File: src/design/hrhs_pkg.sv
`timescale 1ns / 1ps
// Shared types, constants and helper functions of the HTTP reply header stripper.
package hrhs_pkg;

   localparam int unsigned BYTE_W    = 8;
   localparam int unsigned STATUS_W  = 10;
   localparam int unsigned VERDICT_W = 3;

   localparam logic [STATUS_W-1:0] STATUS_MAX   = 10'd999;
   localparam logic [STATUS_W-1:0] STATUS_RESET = 10'd200;

   localparam logic [BYTE_W-1:0] CH_CR  = 8'd13;
   localparam logic [BYTE_W-1:0] CH_LF  = 8'd10;
   localparam logic [BYTE_W-1:0] CH_DOT = 8'd46;

   localparam logic [2:0] PREFIX_LEN = 3'd5;

   typedef enum logic [VERDICT_W-1:0] {
      VERDICT_OK       = 3'd0,
      VERDICT_NO_LINE  = 3'd1,
      VERDICT_BAD_LINE = 3'd2,
      VERDICT_WRONG    = 3'd3,
      VERDICT_UNTERM   = 3'd4
   } verdict_type;

   typedef enum logic [7:0] {
      PH_PREFIX  = 8'b0000_0001,
      PH_VERSION = 8'b0000_0010,
      PH_GAP     = 8'b0000_0100,
      PH_DIGITS  = 8'b0000_1000,
      PH_REST    = 8'b0001_0000,
      PH_HEADERS = 8'b0010_0000,
      PH_BODY    = 8'b0100_0000,
      PH_REJECT  = 8'b1000_0000
   } phase_type;

   typedef struct packed {
      logic [BYTE_W-1:0] data_byte;
      logic              last_byte;
   } req_item_type;

   typedef struct packed {
      logic [BYTE_W-1:0]    body_byte;
      logic                 body_valid;
      logic                 reply_done;
      logic [VERDICT_W-1:0] verdict;
      logic [STATUS_W-1:0]  status_code;
   } rsp_item_type;

   function automatic logic is_space(logic [BYTE_W-1:0] c);
      return (c == 8'd32) || (c >= 8'd9 && c <= 8'd13);
   endfunction

   function automatic logic is_digit(logic [BYTE_W-1:0] c);
      return (c >= 8'd48) && (c <= 8'd57);
   endfunction

   function automatic logic [BYTE_W-1:0] prefix_char(logic [2:0] pos);
      logic [BYTE_W-1:0] r;
      case (pos)
         3'd0: r = 8'h48;
         3'd1: r = 8'h54;
         3'd2: r = 8'h54;
         3'd3: r = 8'h50;
         3'd4: r = 8'h2F;
         default: r = 8'h00;
      endcase
      return r;
   endfunction

endpackage

File: src/design/hrhs_if.sv
`timescale 1ns / 1ps
// Valid/ready stream interfaces for the request bytes and the reply results.
interface hrhs_req_if;
   logic                         valid;
   logic                         ready;
   logic [hrhs_pkg::BYTE_W-1:0] data_byte;
   logic                         last_byte;

   modport source (output valid, output data_byte, output last_byte, input ready);
   modport sink (input valid, input data_byte, input last_byte, output ready);
endinterface

interface hrhs_rsp_if;
   logic                            valid;
   logic                            ready;
   logic [hrhs_pkg::BYTE_W-1:0]    body_byte;
   logic                            body_valid;
   logic                            reply_done;
   logic [hrhs_pkg::VERDICT_W-1:0] verdict;
   logic [hrhs_pkg::STATUS_W-1:0]  status_code;

   modport source (output valid, output body_byte, output body_valid, output reply_done,
                   output verdict, output status_code, input ready);
   modport sink (input valid, input body_byte, input body_valid, input reply_done,
                 input verdict, input status_code, output ready);
endinterface

File: src/design/hrhs_in_stage.sv
`timescale 1ns / 1ps
// Input register that captures one request byte per transfer.
module hrhs_in_stage (
   input  logic                   clock,
   input  logic                   reset,
   hrhs_req_if.sink               req_chan,
   input  logic                   advance,
   output hrhs_pkg::req_item_type item,
   output logic                   item_valid
);

   logic                   valid_ff;
   logic                   valid_in;
   hrhs_pkg::req_item_type item_ff;
   logic                   take;

   assign req_chan.ready = !valid_ff || advance;
   assign take           = req_chan.valid && req_chan.ready;

   always_comb begin
      if (take) begin
         valid_in = 1'b1;
      end else if (advance) begin
         valid_in = 1'b0;
      end else begin
         valid_in = valid_ff;
      end
   end

   always_ff @(posedge clock) begin
      if (reset) begin
         valid_ff <= 1'b0;
      end else begin
         valid_ff <= valid_in;
      end
   end

   always_ff @(posedge clock) begin
      if (take) begin
         item_ff.data_byte <= req_chan.data_byte;
         item_ff.last_byte <= req_chan.last_byte;
      end
   end

   assign item       = item_ff;
   assign item_valid = valid_ff;

endmodule

File: src/design/hrhs_parser.sv
`timescale 1ns / 1ps
// Reply parser: status line check, header skip and body pass-through state.
module hrhs_parser (
   input  logic                                clock,
   input  logic                                reset,
   input  logic                                csr_write_enable,
   input  logic [hrhs_pkg::STATUS_W-1:0]       csr_write_data,
   input  hrhs_pkg::req_item_type              item,
   input  logic                                advance,
   output hrhs_pkg::rsp_item_type              result,
   output logic                                result_valid
);

   typedef struct packed {
      hrhs_pkg::phase_type             phase;
      logic [2:0]                      prefix_pos;
      logic                            pend_cr;
      logic                            line_empty;
      logic [1:0]                      version_flags;
      logic [hrhs_pkg::STATUS_W-1:0]   acc;
      logic [1:0]                      status_flags;
      hrhs_pkg::verdict_type           error_code;
   } scan_state_type;

   localparam scan_state_type STATE_RESET = '{
      phase:         hrhs_pkg::PH_PREFIX,
      prefix_pos:    3'd0,
      pend_cr:       1'b0,
      line_empty:    1'b1,
      version_flags: 2'b00,
      acc:           '0,
      status_flags:  2'b00,
      error_code:    hrhs_pkg::VERDICT_OK
   };

   scan_state_type                state_ff;
   scan_state_type                state_in;
   logic [hrhs_pkg::STATUS_W-1:0] expected_ff;

   function automatic logic in_status_line(hrhs_pkg::phase_type p);
      return (p == hrhs_pkg::PH_PREFIX) || (p == hrhs_pkg::PH_VERSION) ||
             (p == hrhs_pkg::PH_GAP) || (p == hrhs_pkg::PH_DIGITS) ||
             (p == hrhs_pkg::PH_REST);
   endfunction

   function automatic scan_state_type add_digit(scan_state_type s, logic [3:0] d);
      scan_state_type r;
      logic [13:0]    v;
      r = s;
      v = ({4'd0, s.acc} << 3) + ({4'd0, s.acc} << 1) + {10'd0, d};
      r.status_flags[0] = 1'b1;
      if (v > {4'd0, hrhs_pkg::STATUS_MAX}) begin
         r.acc             = hrhs_pkg::STATUS_MAX;
         r.status_flags[1] = 1'b1;
      end else begin
         r.acc = v[hrhs_pkg::STATUS_W-1:0];
      end
      return r;
   endfunction

   function automatic scan_state_type reject_line(scan_state_type s);
      scan_state_type r;
      r            = s;
      r.error_code = hrhs_pkg::VERDICT_BAD_LINE;
      r.phase      = hrhs_pkg::PH_REST;
      return r;
   endfunction

   // One content byte of the status line.
   function automatic scan_state_type feed(scan_state_type s, logic [hrhs_pkg::BYTE_W-1:0] c);
      scan_state_type r;
      r = s;
      case (s.phase)
         hrhs_pkg::PH_PREFIX: begin
            if (s.prefix_pos < hrhs_pkg::PREFIX_LEN &&
                c == hrhs_pkg::prefix_char(s.prefix_pos)) begin
               r.prefix_pos = s.prefix_pos + 3'd1;
               if (r.prefix_pos == hrhs_pkg::PREFIX_LEN) begin
                  r.phase = hrhs_pkg::PH_VERSION;
               end
            end else begin
               r = reject_line(s);
            end
         end
         hrhs_pkg::PH_VERSION: begin
            if (hrhs_pkg::is_digit(c)) begin
               r.version_flags[0] = 1'b1;
            end else if (c == hrhs_pkg::CH_DOT) begin
               if (s.version_flags[1]) begin
                  r = reject_line(s);
               end else begin
                  r.version_flags[1] = 1'b1;
               end
            end else if (hrhs_pkg::is_space(c) && s.version_flags[0]) begin
               r.phase = hrhs_pkg::PH_GAP;
            end else begin
               r = reject_line(s);
            end
         end
         hrhs_pkg::PH_GAP: begin
            if (hrhs_pkg::is_space(c)) begin
               r = s;
            end else if (!hrhs_pkg::is_digit(c)) begin
               r = reject_line(s);
            end else begin
               r       = add_digit(s, c[3:0]);
               r.phase = hrhs_pkg::PH_DIGITS;
            end
         end
         hrhs_pkg::PH_DIGITS: begin
            if (hrhs_pkg::is_digit(c)) begin
               r = add_digit(s, c[3:0]);
            end else begin
               r.phase = hrhs_pkg::PH_REST;
            end
         end
         default: begin
            r = s;
         end
      endcase
      return r;
   endfunction

   function automatic scan_state_type end_line(scan_state_type s,
                                               logic [hrhs_pkg::STATUS_W-1:0] expected);
      scan_state_type r;
      r = s;
      if (r.error_code == hrhs_pkg::VERDICT_OK &&
          !((s.phase == hrhs_pkg::PH_DIGITS || s.phase == hrhs_pkg::PH_REST) &&
            s.status_flags[0])) begin
         r.error_code = hrhs_pkg::VERDICT_BAD_LINE;
      end
      if (r.error_code == hrhs_pkg::VERDICT_OK) begin
         if (s.status_flags[1] || s.acc != expected) begin
            r.error_code = hrhs_pkg::VERDICT_WRONG;
            r.phase      = hrhs_pkg::PH_REJECT;
         end else begin
            r.phase      = hrhs_pkg::PH_HEADERS;
            r.line_empty = 1'b1;
         end
      end else begin
         r.phase = hrhs_pkg::PH_REJECT;
      end
      return r;
   endfunction

   always_comb begin
      state_in     = state_ff;
      result       = '0;
      result_valid = (state_ff.phase == hrhs_pkg::PH_BODY) || item.last_byte;

      if (in_status_line(state_ff.phase)) begin
         if (state_ff.pend_cr && item.data_byte == hrhs_pkg::CH_LF) begin
            state_in.pend_cr = 1'b0;
            state_in         = end_line(state_in, expected_ff);
         end else begin
            if (state_ff.pend_cr) begin
               state_in = feed(state_in, hrhs_pkg::CH_CR);
            end
            if (item.data_byte == hrhs_pkg::CH_CR) begin
               state_in.pend_cr = 1'b1;
            end else begin
               state_in.pend_cr = 1'b0;
               state_in         = feed(state_in, item.data_byte);
            end
         end
      end else if (state_ff.phase == hrhs_pkg::PH_HEADERS) begin
         if (state_ff.pend_cr && item.data_byte == hrhs_pkg::CH_LF) begin
            state_in.pend_cr = 1'b0;
            if (state_ff.line_empty) begin
               state_in.phase = hrhs_pkg::PH_BODY;
            end else begin
               state_in.line_empty = 1'b1;
            end
         end else begin
            if (state_ff.pend_cr) begin
               state_in.line_empty = 1'b0;
            end
            if (item.data_byte == hrhs_pkg::CH_CR) begin
               state_in.pend_cr = 1'b1;
            end else begin
               state_in.pend_cr    = 1'b0;
               state_in.line_empty = 1'b0;
            end
         end
      end else if (state_ff.phase == hrhs_pkg::PH_BODY) begin
         result.body_byte  = item.data_byte;
         result.body_valid = 1'b1;
      end

      if (item.last_byte) begin
         result.reply_done = 1'b1;
         if (in_status_line(state_in.phase)) begin
            result.verdict = hrhs_pkg::VERDICT_NO_LINE;
         end else if (state_in.phase == hrhs_pkg::PH_HEADERS) begin
            result.verdict     = hrhs_pkg::VERDICT_UNTERM;
            result.status_code = state_in.acc;
         end else if (state_in.phase == hrhs_pkg::PH_BODY) begin
            result.verdict     = hrhs_pkg::VERDICT_OK;
            result.status_code = state_in.acc;
         end else begin
            result.verdict = state_in.error_code;
            if (state_in.error_code == hrhs_pkg::VERDICT_WRONG) begin
               result.status_code = state_in.acc;
            end
         end
         state_in = STATE_RESET;
      end
   end

   always_ff @(posedge clock) begin
      if (reset) begin
         state_ff <= STATE_RESET;
      end else if (advance) begin
         state_ff <= state_in;
      end
   end

   always_ff @(posedge clock) begin
      if (reset) begin
         expected_ff <= hrhs_pkg::STATUS_RESET;
      end else if (csr_write_enable) begin
         expected_ff <= csr_write_data;
      end
   end

   // The end of a reply always leaves the parser at the start of a fresh status line.
   assert property (@(posedge clock) disable iff (reset)
      (advance && item.last_byte) |=>
         (state_ff.phase == hrhs_pkg::PH_PREFIX && state_ff.line_empty && !state_ff.pend_cr))
      else $error("parser state not cleared after end of reply");

   // Body bytes only flow after a matching status line.
   assert property (@(posedge clock) disable iff (reset)
      (state_ff.phase == hrhs_pkg::PH_BODY) |-> (state_ff.error_code == hrhs_pkg::VERDICT_OK))
      else $error("body phase reached with an error recorded");

   assert property (@(posedge clock) disable iff (reset)
      (result_valid && result.body_valid) |-> (result.verdict == hrhs_pkg::VERDICT_OK))
      else $error("body byte carries a failing verdict");

   assert property (@(posedge clock) disable iff (reset)
      (result_valid && (result.verdict == hrhs_pkg::VERDICT_NO_LINE ||
                        result.verdict == hrhs_pkg::VERDICT_BAD_LINE))
         |-> (result.status_code == '0))
      else $error("status reported without a valid status line");

endmodule

File: src/design/hrhs_out_stage.sv
`timescale 1ns / 1ps
// Result register that holds one result until its transfer completes.
module hrhs_out_stage (
   input  logic                   clock,
   input  logic                   reset,
   input  logic                   load,
   input  hrhs_pkg::rsp_item_type result,
   output logic                   slot_free,
   hrhs_rsp_if.source             rsp_chan
);

   logic                   valid_ff;
   logic                   valid_in;
   hrhs_pkg::rsp_item_type data_ff;

   assign slot_free = !valid_ff || rsp_chan.ready;

   always_comb begin
      if (load) begin
         valid_in = 1'b1;
      end else if (rsp_chan.ready) begin
         valid_in = 1'b0;
      end else begin
         valid_in = valid_ff;
      end
   end

   always_ff @(posedge clock) begin
      if (reset) begin
         valid_ff <= 1'b0;
      end else begin
         valid_ff <= valid_in;
      end
   end

   always_ff @(posedge clock) begin
      if (load) begin
         data_ff <= result;
      end
   end

   assign rsp_chan.valid       = valid_ff;
   assign rsp_chan.body_byte   = data_ff.body_byte;
   assign rsp_chan.body_valid  = data_ff.body_valid;
   assign rsp_chan.reply_done  = data_ff.reply_done;
   assign rsp_chan.verdict     = data_ff.verdict;
   assign rsp_chan.status_code = data_ff.status_code;

endmodule

File: src/design/http_reply_header_stripper.sv
`timescale 1ns / 1ps
// Top level of the HTTP reply header stripper.
// A byte taken on req_chan is held in the input register and passes the parser once the output
// register is free or rsp_chan takes its result; its result is then offered from the output register.
// Throughput: one byte per cycle while the output register is free or rsp_chan is ready.
// Bytes that cause no result (status line and headers, unless the byte ends the reply) leave the pipe without output.
// Reset is synchronous and active high; it empties both stages, returns the parser to the
// start of a status line and sets the expected status to 200.
module http_reply_header_stripper (
   input  logic                          clock,
   input  logic                          reset,
   hrhs_req_if.sink                      req_chan,
   hrhs_rsp_if.source                    rsp_chan,
   input  logic                          csr_write_enable,
   input  logic [hrhs_pkg::STATUS_W-1:0] csr_write_data
);

   hrhs_pkg::req_item_type item;
   logic                   item_valid;
   hrhs_pkg::rsp_item_type result;
   logic                   result_valid;
   logic                   slot_free;
   logic                   advance;
   logic                   load;

   assign advance = item_valid && slot_free;
   assign load    = advance && result_valid;

   hrhs_in_stage u_in_stage (
      .clock      (clock),
      .reset      (reset),
      .req_chan   (req_chan),
      .advance    (advance),
      .item       (item),
      .item_valid (item_valid)
   );

   hrhs_parser u_parser (
      .clock            (clock),
      .reset            (reset),
      .csr_write_enable (csr_write_enable),
      .csr_write_data   (csr_write_data),
      .item             (item),
      .advance          (advance),
      .result           (result),
      .result_valid     (result_valid)
   );

   hrhs_out_stage u_out_stage (
      .clock     (clock),
      .reset     (reset),
      .load      (load),
      .result    (result),
      .slot_free (slot_free),
      .rsp_chan  (rsp_chan)
   );

endmodule
File: src/flat_wrapper.sv
// flat-port wrapper written by rule: the top's interface ports become plain ports
module http_reply_header_stripper_flat 
  (clock, reset, csr_write_enable, csr_write_data, req_chan_valid, req_chan_data_byte, req_chan_last_byte, req_chan_ready, rsp_chan_valid, rsp_chan_body_byte, rsp_chan_body_valid, rsp_chan_reply_done, rsp_chan_verdict, rsp_chan_status_code, rsp_chan_ready);
  hrhs_req_if req_chan_i ();
  hrhs_rsp_if rsp_chan_i ();
  input  logic clock;
  input  logic reset;
  input  logic csr_write_enable;
  input  logic [hrhs_pkg::STATUS_W-1:0] csr_write_data;
  input wire logic [$bits(req_chan_i.valid)-1:0] req_chan_valid;
  input wire logic [$bits(req_chan_i.data_byte)-1:0] req_chan_data_byte;
  input wire logic [$bits(req_chan_i.last_byte)-1:0] req_chan_last_byte;
  output wire logic [$bits(req_chan_i.ready)-1:0] req_chan_ready;
  output wire logic [$bits(rsp_chan_i.valid)-1:0] rsp_chan_valid;
  output wire logic [$bits(rsp_chan_i.body_byte)-1:0] rsp_chan_body_byte;
  output wire logic [$bits(rsp_chan_i.body_valid)-1:0] rsp_chan_body_valid;
  output wire logic [$bits(rsp_chan_i.reply_done)-1:0] rsp_chan_reply_done;
  output wire logic [$bits(rsp_chan_i.verdict)-1:0] rsp_chan_verdict;
  output wire logic [$bits(rsp_chan_i.status_code)-1:0] rsp_chan_status_code;
  input wire logic [$bits(rsp_chan_i.ready)-1:0] rsp_chan_ready;
  assign req_chan_i.valid = req_chan_valid;
  assign req_chan_i.data_byte = req_chan_data_byte;
  assign req_chan_i.last_byte = req_chan_last_byte;
  assign req_chan_ready = req_chan_i.ready;
  assign rsp_chan_valid = rsp_chan_i.valid;
  assign rsp_chan_body_byte = rsp_chan_i.body_byte;
  assign rsp_chan_body_valid = rsp_chan_i.body_valid;
  assign rsp_chan_reply_done = rsp_chan_i.reply_done;
  assign rsp_chan_verdict = rsp_chan_i.verdict;
  assign rsp_chan_status_code = rsp_chan_i.status_code;
  assign rsp_chan_i.ready = rsp_chan_ready;
  http_reply_header_stripper u_core (.clock(clock), .reset(reset), .req_chan(req_chan_i), .rsp_chan(rsp_chan_i), .csr_write_enable(csr_write_enable), .csr_write_data(csr_write_data));
endmodule
File: config.mk
export PLATFORM = sky130hd
export DESIGN_NAME = http_reply_header_stripper_flat
export DESIGN_NICKNAME = d
export VERILOG_FILES = /design/src/design/hrhs_pkg.sv /design/src/design/hrhs_if.sv /design/src/design/hrhs_in_stage.sv /design/src/design/hrhs_parser.sv /design/src/design/hrhs_out_stage.sv /design/src/design/http_reply_header_stripper.sv /design/src/flat_wrapper.sv
export SDC_FILE = /design/constraint.sdc
export NUM_CORES = 1
export LEC_CHECK = 0
export BUFFER_PORTS_ARGS = -buffer_cell sky130_fd_sc_hd__buf_2
export CAP_MARGIN = 20
export CORE_ASPECT_RATIO = 2
export CORE_UTILIZATION = 45
export DETAILED_ROUTE_END_ITERATION = 10
export PLACE_DENSITY = 0.63
export SLEW_MARGIN = 20
export SYNTH_ARGS = -nofsm -noshare
export SYNTH_HDL_FRONTEND = slang
export SYNTH_HIERARCHICAL = 1
export SYNTH_SLANG_ARGS = --single-unit
File: constraint.sdc
create_clock -name clock -period 4 [get_ports clock]
set_clock_uncertainty 0.1 [all_clocks]
set_input_delay 0.8 -clock clock [delete_from_list [all_inputs] [get_ports clock]]
set_output_delay 0.8 -clock clock [all_outputs]
set_load 0.01 [all_outputs]
==> results of run 1 <==
registers in the layout, indices dropped and copies added, names as in the netlist:
register	cells
u_core/u_out_stage/rsp_chan.status_code	10
u_core/u_out_stage/rsp_chan.body_valid	1
u_core/u_out_stage/rsp_chan.verdict	3
u_core/u_out_stage/rsp_chan.valid	1
u_core/u_out_stage/rsp_chan.reply_done	1
u_core/u_parser/expected_ff	10
u_core/u_out_stage/rsp_chan.body_byte	8
u_core/u_in_stage/item	9
u_core/u_parser/state_ff	30
u_core/u_in_stage/item_valid	1
through the flow:
step	worst slack, ns	instance area, sq um	cells	hold slack [ns]	utilization (%)
final	0.188	5720	731	0.386	53.9
after global routing	0.0567	5720	731	0.414	53.9
after CTS	0.0658	5690	731	0.385	53.6
after detailed placement	0.128	5360	715	0.371	50.5
after global placement	0.224	5360	715	0.358	50.5
after floorplan	0.373	4930	541	0.337	-
tightest hold or removal path, stage by stage, from the launching register on:
cell	delay (ns)
dfxtp_1	0.33
a31oi_1	0.05
nor2_1	0.07
metal layers:
layer | vias to the layer above | GRT usage, % | wire (microns) | part of all wire [%]
met2 | 149 | 49.2 | 7730 | 54
met5 | - | 0 | 0 | 0
met3 | 58 | 3.66 | 442 | 3.1
met4 | 0 | 21.8 | 1050 | 7.3
met1 | 2121 | 25.3 | 5120 | 36
li1 | 2119 | - | - | -
layout by cell type (no fill, tap or decap), types with 4 or more instances in the layout:
cell       instances
mux2i_1            8
dfxtp_1           42
and2_1            10
o21bai_1           5
a22oi_1            6
o31ai_1            5
nand4_1            7
nor3_2             5
a31oi_1            4
o21ai_0           28
ha_1              25
nand3_1           10
buf_2             48
o2111ai_1          4
and3b_1            6
a21oi_1           34
nor2b_1           12
xor2_1            15
buf_4             22
inv_1             19
clkbuf_16          9
nor2_1            52
edfxtp_1          32
nand2b_1          14
a211oi_1          17
a211o_1            4
nor4b_1            5
a31o_2             4
o21a_1             6
or3_1              8
nand2_1           29
nor4_1             8
nor3_1            11
path summary, 6_finish.rpt:
kind / cells past startpoint / to / startpoint / slack (ns)
setup reg to reg: 12 / u_core/u_out_stage/rsp_chan.status_code[0]$_DFFE_PP_ / u_core/u_parser/state_ff[5]$_SDFFE_PP0P_ / 0.19
setup / recovery: 12 / u_core/u_out_stage/rsp_chan.status_code[0]$_DFFE_PP_ / u_core/u_parser/state_ff[5]$_SDFFE_PP0P_ / 0.19
hold / removal: 2 / u_core/u_parser/state_ff[16]$_SDFFE_PP0P_ / u_core/u_parser/state_ff[16]$_SDFFE_PP0P_ / 0.39
hold reg to reg: 2 / u_core/u_parser/state_ff[16]$_SDFFE_PP0P_ / u_core/u_parser/state_ff[16]$_SDFFE_PP0P_ / 0.39
repair_timing:
action                                  4_1_cts  5_1_grt
endpoints found under the setup margin        0       14
gates resized for setup                       0        5
buffers inserted                              0        0
cells by family after synthesis:
kind of cell / after synthesis / synth area share (%)
fa+ha+maj: 27 / 7.15
mux: 8 / 1.62
compound gates: 155 / 22.6
flops: 74 / 36.5
buf+inv: 52 / 4.49
simple gates: 208 / 24.6
xor+xnor: 17 / 3.02
area by class of cell:
cell class,instances,share of cell area (%)
Timing Repair Buffer,70,7.09
Sequential cell,74,31.5
Tap cell,137,3.00
Clock inverter,5,1.49
Clock buffer,11,4.25
Inverter,19,1.25
Multi-Input combinational cell,415,51.4
power by group through the flow:
stage               clock, uW  combinational [uW]  sequential [uW]
floorplan                   0                 152              851
global placement            0                 216              857
detailed placement          0                 219              858
CTS                       905                 220              842
global route              943                 242              844
finish                    891                 223              841
==> impl_metrics.py, run 1 <==
metrics = {
    "status": {
        "outcome": "finished clean",
    },
    "power": {
        "irDropWorstVdd_v": 0.000203,
        "p_leak_uw": 0.00230,
        "p_clk_share_pct": 45.6,
        "p_seq_share_pct": 43.0,
        "p_int_uw": 1470,
        "powerDensity_nw_per_um2": 342,
        "pwr-share-comb_pct": 11.4,
        "power_uw": 1960,
        "switching_share_pct": 24.7,
        "p_sw_uw": 482,
    },
    "routing": {
        "wl_per_cell_microns": 19.6,
        "drt_iter0_markers": 247,
        "dr.pass1.iters": 5,
        "postRouteAntennaNets": 0,
        "viasPerCell": 6.08,
        "wirelength_microns": 14400,
        "dr_total_vias": 4447,
        "drc": 0,
    },
    "finish": {
        "area.sequential_sq_um": 1800,
        "drive_gt1_share_pct": 19.7,
        "syn_to_final_growth_pct": 15.9,
        "antenna_cells": 0,
        "nNetsFinal": 640,
        "fillers": 979,
        "multiInputGateArea_sq_um": 2940,
    },
    "logic_synthesis": {
        "synth-edff-count": 32,
        "ys_seq_elements": 74,
        "syn_area_sq_um": 4930,
        "yosys-top-cells-area": "edfxtp_1 19%, dfxtp_1 17%, ha_1 6.3%, nor2_1 4.0%, a21oi_1 3.6%",
        "synth_cell_types": 77,
        "synth-main-ff-cell": "dfxtp_1",
        "ys.warnings.count": 6,
        "synthesis.nets": 592,
        "yosysSeqAreaShare_pct": 36.5,
        "synth_top_cell_area_share_pct": 19.5,
        "async_flop_share_pct": 0,
        "syn_inst": 541,
        "avgSynthCellArea_sq_um": 9.12,
        "yosys.area.top_type": "edfxtp_1",
        "synthTopCellsByCount": "52 x nor2_1, 42 x dfxtp_1, 35 x a21oi_1",
        "yosys.cell_count.top_type": "nor2_1",
    },
    "global_routing": {
        "grt_pass1_wl_microns": 22700,
        "grt-ovfl-total": 0,
        "antenna_found_initial": 0,
        "grt_max_degree": 32,
        "grt_pass1_vias": 4433,
        "track_usage_pct": 26.3,
    },
    "clocking": {
        "cts_tree": "yes",
        "cts.sinks": 74,
        "htreeDepth": 3,
        "hold_buffers": 0,
        "ctsLongestPathBuffers": 2,
        "numCtsBuffers": 9,
        "cts_root_buffer": "clkbuf_16",
        "clk_pin_slew_ns": 0.06,
        "clk_latency_ns": 0.34,
    },
    "critical_path": {
        "crit_chain": "inv_1 -> fa_1 -> fa_1 -> nor2b_1 -> o21ai_0 -> a21o_1 -> or3_1 -> a2111o_1 -> nand2_2 -> a2111oi_4 -> buf_4 -> a211oi_1",
        "crit_buf_inv": 2,
        "path_delay_family": "compound AO/OA/AOI/OAI gates",
        "crit_required_ns": 4.04,
        "path_max_fanout": 7,
        "setup.worst_path.class": "flip-flop to flip-flop",
        "cp.arrival_ns": 3.85,
        "cpMaxStageDelayCell": "fa_1",
        "cpPeakStageDelay_ns": 0.50,
        "cpMostUsedCell": "fa_1",
        "worst_setup_path_start_kind": "flip-flop",
        "end_kind": "flip-flop",
    },
    "timing": {
        "slew_headroom_pct": 28.4,
        "fmax_mhz": 262,
        "fin_crit_sh_pct": 95.3,
        "period_minus_slack_ns": 3.81,
        "tightestPinTransition_ns": 1.07,
        "setup_violations": 0,
        "hold_violations": 0,
        "drv_slew": 0,
        "setup_tns_ns": 0,
        "rsz0062_at_grt": "false",
    },
    "floorplanning": {
        "core_sq_um": 10600,
        "die_area_sq_um": 11400,
        "start_util_pct": 46.5,
        "ios": 49,
        "rows": 53,
        "die_y_microns": 150,
        "die_x_microns": 76.0,
    },
    "hold_path": {
        "hold_class": "flip-flop to flip-flop",
    },
    "flow_run": {
        "maxCapViolCount": 0,
    },
    "placement": {
        "hpwlAfterDp_microns": 10900,
        "place.gp.congestion": 0.958,
        "portBuffers": 48,
    },
}
Power figures use the tool's default switching activity.
==> run 2: changes to the inputs <==
--- a/config.mk
+++ b/config.mk
@@ -5,14 +5,17 @@
 export SDC_FILE = /design/constraint.sdc
 export NUM_CORES = 1
 export LEC_CHECK = 0
+export ABC_AREA = 1
 export BUFFER_PORTS_ARGS = -buffer_cell sky130_fd_sc_hd__buf_2
 export CAP_MARGIN = 20
 export CORE_ASPECT_RATIO = 2
 export CORE_UTILIZATION = 45
 export DETAILED_ROUTE_END_ITERATION = 10
 export PLACE_DENSITY = 0.63
+export REMOVE_ABC_BUFFERS = 1
 export SLEW_MARGIN = 20
 export SYNTH_ARGS = -nofsm -noshare
 export SYNTH_HDL_FRONTEND = slang
 export SYNTH_HIERARCHICAL = 1
 export SYNTH_SLANG_ARGS = --single-unit
+export TNS_END_PERCENT = 10
==> run 2 against run 1 <==
Compared with the run above: via count up 17%; routed wire length up 21%; synthesized area up 5.1%; largest cell class unchanged; cell area up 3.9%; maximum frequency up 3.5%; die area up 5.0%; global-route usage up 4.2 points; register-to-register slack better by 0.13 ns; synthesized cell count up 37%.
==> impl_metrics.py, run 2 <==
metrics = {
    "critical_path": {
        "path_max_fanout": 7,
        "end_kind": "flip-flop",
        "crit_chain": "ha_1 -> ha_1 -> inv_1 -> fa_1 -> nor3_1 -> nor2_1 -> nor3_1 -> nor2_1 -> xor2_1 -> nand2_1 -> nor2_1 -> nand2_1 -> o21ai_0 -> nand4_1 -> o21a_1 -> nand2_1 -> nor2_1",
        "cpPeakStageDelay_ns": 0.51,
        "path_delay_family": "simple AND/OR/NAND/NOR gates",
        "crit_buf_inv": 1,
        "cp.arrival_ns": 3.66,
        "cpMaxStageDelayCell": "edfxtp_1",
        "worst_setup_path_start_kind": "flip-flop",
        "crit_required_ns": 3.98,
        "cpMostUsedCell": "nor2_1",
        "setup.worst_path.class": "flip-flop to flip-flop",
    },
    "timing": {
        "slew_headroom_pct": 28.8,
        "tightestPinTransition_ns": 1.07,
        "rsz0062_at_grt": "false",
        "period_minus_slack_ns": 3.68,
        "fmax_mhz": 272,
        "setup_tns_ns": 0,
        "fin_crit_sh_pct": 92.1,
        "setup_violations": 0,
        "hold_violations": 0,
        "drv_slew": 0,
    },
    "clocking": {
        "clk_latency_ns": 0.34,
        "numCtsBuffers": 9,
        "cts_tree": "yes",
        "cts_root_buffer": "clkbuf_16",
        "hold_buffers": 0,
        "htreeDepth": 3,
        "cts.sinks": 74,
        "clk_pin_slew_ns": 0.06,
        "ctsLongestPathBuffers": 2,
    },
    "logic_synthesis": {
        "ys.warnings.count": 6,
        "yosys.cell_count.top_type": "nand2_1",
        "syn_area_sq_um": 5180,
        "yosys.area.top_type": "edfxtp_1",
        "ys_seq_elements": 74,
        "yosys-top-cells-area": "edfxtp_1 19%, dfxtp_1 16%, nand2_1 14%, ha_1 6.0%, inv_1 5.9%",
        "avgSynthCellArea_sq_um": 6.98,
        "yosysSeqAreaShare_pct": 34.8,
        "synth_cell_types": 47,
        "syn_inst": 742,
        "synth_top_cell_area_share_pct": 18.5,
        "async_flop_share_pct": 0,
        "synth-main-ff-cell": "dfxtp_1",
        "synth-edff-count": 32,
        "synthTopCellsByCount": "200 x nand2_1, 81 x inv_1, 79 x nor2_1",
    },
    "finish": {
        "layout_common_cells": "200 x nand2_1, 80 x inv_1, 79 x nor2_1, 53 x a21oi_1, 48 x buf_2",
        "drive_gt1_share_pct": 16.0,
        "syn_to_final_growth_pct": 14.6,
        "final_util_pct": 52.6,
        "final_common_cell": "nand2_1",
        "largest-register": "u_core/u_parser/state_ff",
        "design_area_sq_um": 5940,
        "nNetsFinal": 846,
        "antenna_cells": 0,
        "largest_register_ffs": 30,
    },
    "routing": {
        "wl_per_cell_microns": 18.5,
        "drc": 0,
        "dr_total_vias": 5218,
        "postRouteAntennaNets": 0,
        "dr.pass1.iters": 5,
        "drt_iter0_markers": 421,
        "wirelength_microns": 17400,
        "viasPerCell": 5.54,
    },
    "floorplanning": {
        "rows": 55,
        "core_sq_um": 11300,
        "start_util_pct": 45.9,
        "die_y_microns": 154,
        "ios": 49,
        "die_area_sq_um": 12000,
        "die_x_microns": 77.9,
    },
    "power": {
        "power_uw": 2350,
        "irDropWorstVdd_v": 0.000229,
        "pwr-share-comb_pct": 25.9,
        "p_int_uw": 1560,
        "switching_share_pct": 33.7,
        "p_clk_share_pct": 37.4,
        "p_seq_share_pct": 36.6,
        "p_sw_uw": 791,
        "p_leak_uw": 0.00272,
        "powerDensity_nw_per_um2": 395,
    },
    "global_routing": {
        "grt_pass1_vias": 5240,
        "track_usage_pct": 30.5,
        "grt_max_degree": 31,
        "grt_pass1_wl_microns": 27000,
        "grt-ovfl-total": 0,
        "grt_busiest_layer": "met2",
        "grt_use_met2_pct": 60.1,
        "antenna_found_initial": 0,
        "met3_usage_pct": 3.15,
        "use_met1_pct": 26.7,
    },
    "placement": {
        "place.gp.congestion": 0.977,
        "portBuffers": 48,
        "hpwlAfterDp_microns": 13800,
        "placed_cell_area_sq_um": 5620,
    },
    "hold_path": {
        "hold_class": "flip-flop to flip-flop",
    },
    "flow_run": {
        "maxCapViolCount": 0,
    },
    "status": {
        "outcome": "finished clean",
    },
}
## run 2: changes by cell type after synthesis, sizes merged, moves of 8 or more
cell / change
nor2b: -12
inv: +69
a21oi: +18
mux2i: -8
nor2: +36
nand2b: -16
buf: -13
nand2: +188
and2: -10
a211oi: -14
or3: -10
xor2: -8
o21ai: +18
nand3: +35
## run 2: final timing paths
| kind | from | to | slack (ns) | depth (start not counted) |
|---|---|---|---|---|
| worst max-delay path | u_core/u_in_stage/item[3]$_DFFE_PP_ | u_core/u_out_stage/rsp_chan.status_code[0]$_DFFE_PP_ | 0.32 | 17 |
| worst min-delay path | u_core/u_parser/expected_ff[9]$_SDFFE_PP0P_ | u_core/u_parser/expected_ff[9]$_SDFFE_PP0P_ | 0.38 | 2 |
| worst max register to register | u_core/u_in_stage/item[3]$_DFFE_PP_ | u_core/u_out_stage/rsp_chan.status_code[0]$_DFFE_PP_ | 0.32 | 17 |
| worst min register to register | u_core/u_parser/expected_ff[9]$_SDFFE_PP0P_ | u_core/u_parser/expected_ff[9]$_SDFFE_PP0P_ | 0.38 | 2 |
## run 2: logic make-up after synthesis
| logic type | Yosys count | share of synthesized area [%] |
|---|---|---|
| and+or+nand+nor | 390 | 33.8 |
| AOI/OAI and AO/OA | 129 | 14.6 |
| buffers and inverters | 110 | 8.04 |
| DFF | 74 | 34.8 |
| adders and majority gates | 27 | 6.81 |
| xor gates and xnor gates | 12 | 2.03 |
## run 2: per-layer routing
metal / up-vias / routed length [microns] / part of all wire (%)
met5: - / 0 / 0
met2: 208 / 9780 / 56
met3: 80 / 596 / 3.4
li1: 2548 / - / -
met1: 2382 / 5520 / 32
met4: 0 / 1510 / 8.7
## run 2: cell type report
| cell class | instances | area, sq um |
|---|---|---|
| fillers | 1143 | 5350 |
| inverters | 91 | 342 |
| clock buffers | 10 | 229 |
| repair buffers | 61 | 338 |
| flip-flops and latches | 74 | 1800 |
| well taps | 142 | 178 |
| multi-input cells | 558 | 2960 |
| clock inverters | 6 | 87.6 |
## run 2: power by group through the flow
stage	logic [uW]	clock network (uW)	registers [uW]
2_1_floorplan	406	0	869
3_3_place_gp	590	0	875
3_5_place_dp	596	0	876
4_1_cts	600	895	859
5_1_grt	664	917	864
6_report	609	879	860
## run 2: per-stage QoR
stage / hold slack, ns / std cells / worst slack (ns)
2_1_floorplan: 0.330 / 723 / 0.628
3_3_place_gp: 0.359 / 926 / 0.371
3_5_place_dp: 0.373 / 926 / 0.278
4_1_cts: 0.384 / 942 / 0.276
5_1_grt: 0.407 / 942 / 0.0100
6_report: 0.380 / 942 / 0.318
## run 2: worst register-to-register path, stage by stage, from the launching register on
cell and delay [ns]:
edfxtp_1 0.51, ha_1 0.34, ha_1 0.20, inv_1 0.08
fa_1 0.42, nor3_1 0.20, nor2_1 0.09, nor3_1 0.21
nor2_1 0.08, xor2_1 0.14, nand2_1 0.06, nor2_1 0.19
nand2_1 0.22, o21ai_0 0.20, nand4_1 0.13, o21a_1 0.15
nand2_1 0.07, nor2_1 0.04
## run 2: timing repair
action | in CTS | in global routing
buffers inserted | 0 | 0
endpoints found under the setup margin | 0 | 5
gates resized for setup | 0 | 2
==> run 3: changes to the inputs <==
--- a/config.mk
+++ b/config.mk
@@ -5,7 +5,6 @@
 export SDC_FILE = /design/constraint.sdc
 export NUM_CORES = 1
 export LEC_CHECK = 0
-export ABC_AREA = 1
 export BUFFER_PORTS_ARGS = -buffer_cell sky130_fd_sc_hd__buf_2
 export CAP_MARGIN = 20
 export CORE_ASPECT_RATIO = 2
@@ -16,6 +15,5 @@
 export SLEW_MARGIN = 20
 export SYNTH_ARGS = -nofsm -noshare
 export SYNTH_HDL_FRONTEND = slang
-export SYNTH_HIERARCHICAL = 1
 export SYNTH_SLANG_ARGS = --single-unit
 export TNS_END_PERCENT = 10
==> run 3 against run 2 <==
Compared with the run above: cell area fell by 2.7%; non-clock buffer count rose by 7; critical endpoint is now u_core.u_out_stage.rsp_chan.status_code[5]$_SDFFCE_PP0P_; critical path depth fell by 3; global-route usage fell by 3.1 points; total power fell by 17%; via count fell by 14%.
==> impl_metrics.py, run 3 <==
metrics = {
    "logic_synthesis": {
        "async_flop_share_pct": 0,
        "ys_seq_elements": 74,
        "synth-adder-area-share_pct": 7.08,
        "synthSimpleGateAreaFrac_pct": 21.0,
        "avgSynthCellArea_sq_um": 9.26,
        "ys.warnings.count": 0,
        "synth_compound_area_share_pct": 25.4,
        "yosysSeqAreaShare_pct": 36.2,
        "synthTopCellsByCount": "59 x nor2_1, 42 x dfxtp_1, 32 x edfxtp_1",
        "synth_mux_area_share_pct": 2.41,
        "synth-edff-count": 32,
        "yosys.area.top_type": "edfxtp_1",
        "yosys.cell_count.top_type": "nor2_1",
        "synth_xor_xnor_area_share_pct": 3.69,
        "synth-main-ff-cell": "dfxtp_1",
        "synth_top_cell_area_share_pct": 19.3,
        "synth_cell_types": 86,
        "synth_top_family_by_area": "compound AO/OA/AOI/OAI gates",
        "syn_area_sq_um": 4980,
        "syn_inst": 538,
        "yosys-top-cells-area": "edfxtp_1 19%, dfxtp_1 17%, ha_1 6.3%, nor2_1 4.4%, a21oi_1 3.0%",
    },
    "critical_path": {
        "worst_setup_path_start_kind": "flip-flop",
        "end_kind": "flip-flop",
        "crit_required_ns": 3.96,
        "path_max_fanout": 8,
        "cpMaxStageDelayCell": "fa_1",
        "setup.worst_path.class": "flip-flop to flip-flop",
        "crit_chain": "inv_1 -> fa_1 -> inv_1 -> ha_1 -> a211oi_1 -> o21bai_1 -> a2111oi_1 -> buf_4 -> nor3_1 -> mux2i_1 -> a41oi_1 -> buf_4 -> a221oi_1 -> a211oi_2",
        "cp.arrival_ns": 3.63,
        "cpPeakStageDelay_ns": 0.59,
    },
    "timing": {
        "setup_violations": 0,
        "slew_headroom_pct": 47.9,
        "fin_crit_sh_pct": 91.7,
        "hold_violations": 0,
        "period_minus_slack_ns": 3.67,
        "fmax_mhz": 273,
        "setup_tns_ns": 0,
        "tightestPinTransition_ns": 0.775,
        "drv_slew": 0,
        "rsz0062_at_grt": "false",
    },
    "placement": {
        "hpwlAfterDp_microns": 12200,
        "place.gp.congestion": 0.968,
        "portBuffers": 48,
    },
    "finish": {
        "antenna_cells": 0,
        "fillers": 1042,
        "final_common_cell": "nor2_1",
        "final_util_pct": 53.5,
        "nNetsFinal": 641,
        "drive_gt1_share_pct": 19.0,
        "multiInputGateArea_sq_um": 2970,
        "area.sequential_sq_um": 1800,
        "largest-register": "u_core.u_parser.state_ff",
        "syn_to_final_growth_pct": 16.0,
        "layout_common_cells": "59 x nor2_1, 48 x buf_2, 42 x dfxtp_1, 32 x edfxtp_1, 30 x a21oi_1",
        "largest_register_ffs": 30,
    },
    "floorplanning": {
        "rows": 54,
        "die_area_sq_um": 11500,
        "core_sq_um": 10800,
        "die_y_microns": 151,
        "die_x_microns": 76.4,
        "ios": 49,
        "start_util_pct": 46.1,
    },
    "power": {
        "powerDensity_nw_per_um2": 336,
        "switching_share_pct": 23.8,
        "p_seq_share_pct": 42.5,
        "p_sw_uw": 463,
        "irDropWorstVdd_v": 0.000300,
        "pwr-share-comb_pct": 9.1,
        "p_clk_share_pct": 48.3,
        "p_int_uw": 1480,
        "p_leak_uw": 0.00232,
    },
    "clocking": {
        "postCtsSetupBuffers": 0,
        "cts_tree": "yes",
        "htreeDepth": 3,
        "clk_pin_slew_ns": 0.06,
        "cts_root_buffer": "clkbuf_16",
        "numCtsBuffers": 9,
        "ctsLongestPathBuffers": 2,
        "hold_buffers": 0,
        "cts.sinks": 74,
        "clk_latency_ns": 0.34,
        "cts_resized": 0,
    },
    "global_routing": {
        "track_usage_pct": 27.5,
        "grt_pass1_wl_microns": 23800,
        "grt-ovfl-total": 0,
        "grt_pass1_vias": 4583,
        "antenna_found_initial": 0,
        "grt_max_degree": 30,
    },
    "status": {
        "outcome": "finished clean",
    },
    "routing": {
        "dr.pass1.iters": 4,
        "postRouteAntennaNets": 0,
        "viasPerCell": 6.14,
        "wl_per_cell_microns": 21.1,
        "drt_iter0_markers": 269,
        "drc": 0,
        "dr_total_vias": 4513,
        "wirelength_microns": 15500,
    },
    "hold_path": {
        "hold_class": "flip-flop to flip-flop",
    },
    "flow_run": {
        "maxCapViolCount": 0,
    },
}
## run 3: cell types whose count changed after synthesis, moves of 14 or more
cell     previous run  this run
nand2_1           200        27
inv_1              81        23
nand3_1            41         7
a21oi_1            53        30
nor2_1             79        59
o21ai_0            42        22
nand2_2            14         0
## run 3: power groups by stage
stage / clock network, uW / logic, uW / registers [uW]
after floorplan: 0 / 105 / 839
after global placement: 0 / 172 / 842
after detailed placement: 0 / 176 / 843
after CTS: 945 / 176 / 827
after global routing: 981 / 191 / 829
final: 940 / 178 / 827
## run 3: layout make-up
cell class | instances | area share (%)
inverter | 24 | 1.56
timing repair buffer | 68 | 6.97
clock buffer | 9 | 3.89
multi-input combinational | 413 | 51.4
clock inverter | 7 | 2.01
sequential | 74 | 31.2
tap | 140 | 3.03
## run 3: cell families (layout without fill, tap and decap cells)
logic type,count (synthesis),in the layout
multiplexers,12,12
adder cells (fa/ha/maj),27,27
XOR/XNOR,21,21
AO/OA/AOI/OAI,165,165
AND/OR/NAND/NOR,188,188
buffers and inverters,51,108
flip-flops,74,74
## run 3: stage by stage
| stage | worst slack, ns | std cells | hold WS [ns] | instance area [sq um] | total power [uW] |
|---|---|---|---|---|---|
| 5_1_grt | 0.164 | 735 | 0.392 | 5780 | 2000 |
| 4_1_cts | 0.324 | 735 | 0.370 | 5780 | 1950 |
| 3_5_place_dp | 0.355 | 719 | 0.357 | 5440 | 1020 |
| 2_1_floorplan | 0.441 | 511 | 0.331 | 4860 | 944 |
| 6_report | 0.330 | 735 | 0.369 | 5780 | 1940 |
| 3_3_place_gp | 0.441 | 719 | 0.345 | 5440 | 1010 |
## run 3: per-layer routing
layer	vias up	share of wire, %	track usage (%)
met5	-	0	0
met4	0	7.2	21.7
met3	64	2.9	3.43
met2	153	55	53.8
met1	2155	35	25.0
li1	2141	-	-
## run 3: worst paths after layout
path                                             from                                                  endpoint  slack (ns)  depth (start not counted)
max          u_core.u_parser.state_ff[5]$_SDFFE_PP0P_  u_core.u_out_stage.rsp_chan.status_code[5]$_SDFFCE_PP0P_        0.33                         14
min          u_core.u_parser.state_ff[1]$_SDFFE_PP0P_                  u_core.u_parser.state_ff[1]$_SDFFE_PP0P_        0.37                          2
max reg2reg  u_core.u_parser.state_ff[5]$_SDFFE_PP0P_  u_core.u_out_stage.rsp_chan.status_code[5]$_SDFFCE_PP0P_        0.33                         14
min reg2reg  u_core.u_parser.state_ff[1]$_SDFFE_PP0P_                  u_core.u_parser.state_ff[1]$_SDFFE_PP0P_        0.37                          2
## run 3: critical path: cells and delay by family (launching register included)
| family | cells | cell delay, ns |
|---|---|---|
| AO/OA/AOI/OAI | 6 | 1.31 |
| adder cells (fa/ha/maj) | 2 | 0.89 |
| buffers and inverters | 4 | 0.50 |
| flip-flops | 1 | 0.33 |
| multiplexers | 1 | 0.24 |
| AND/OR/NAND/NOR | 1 | 0.05 |
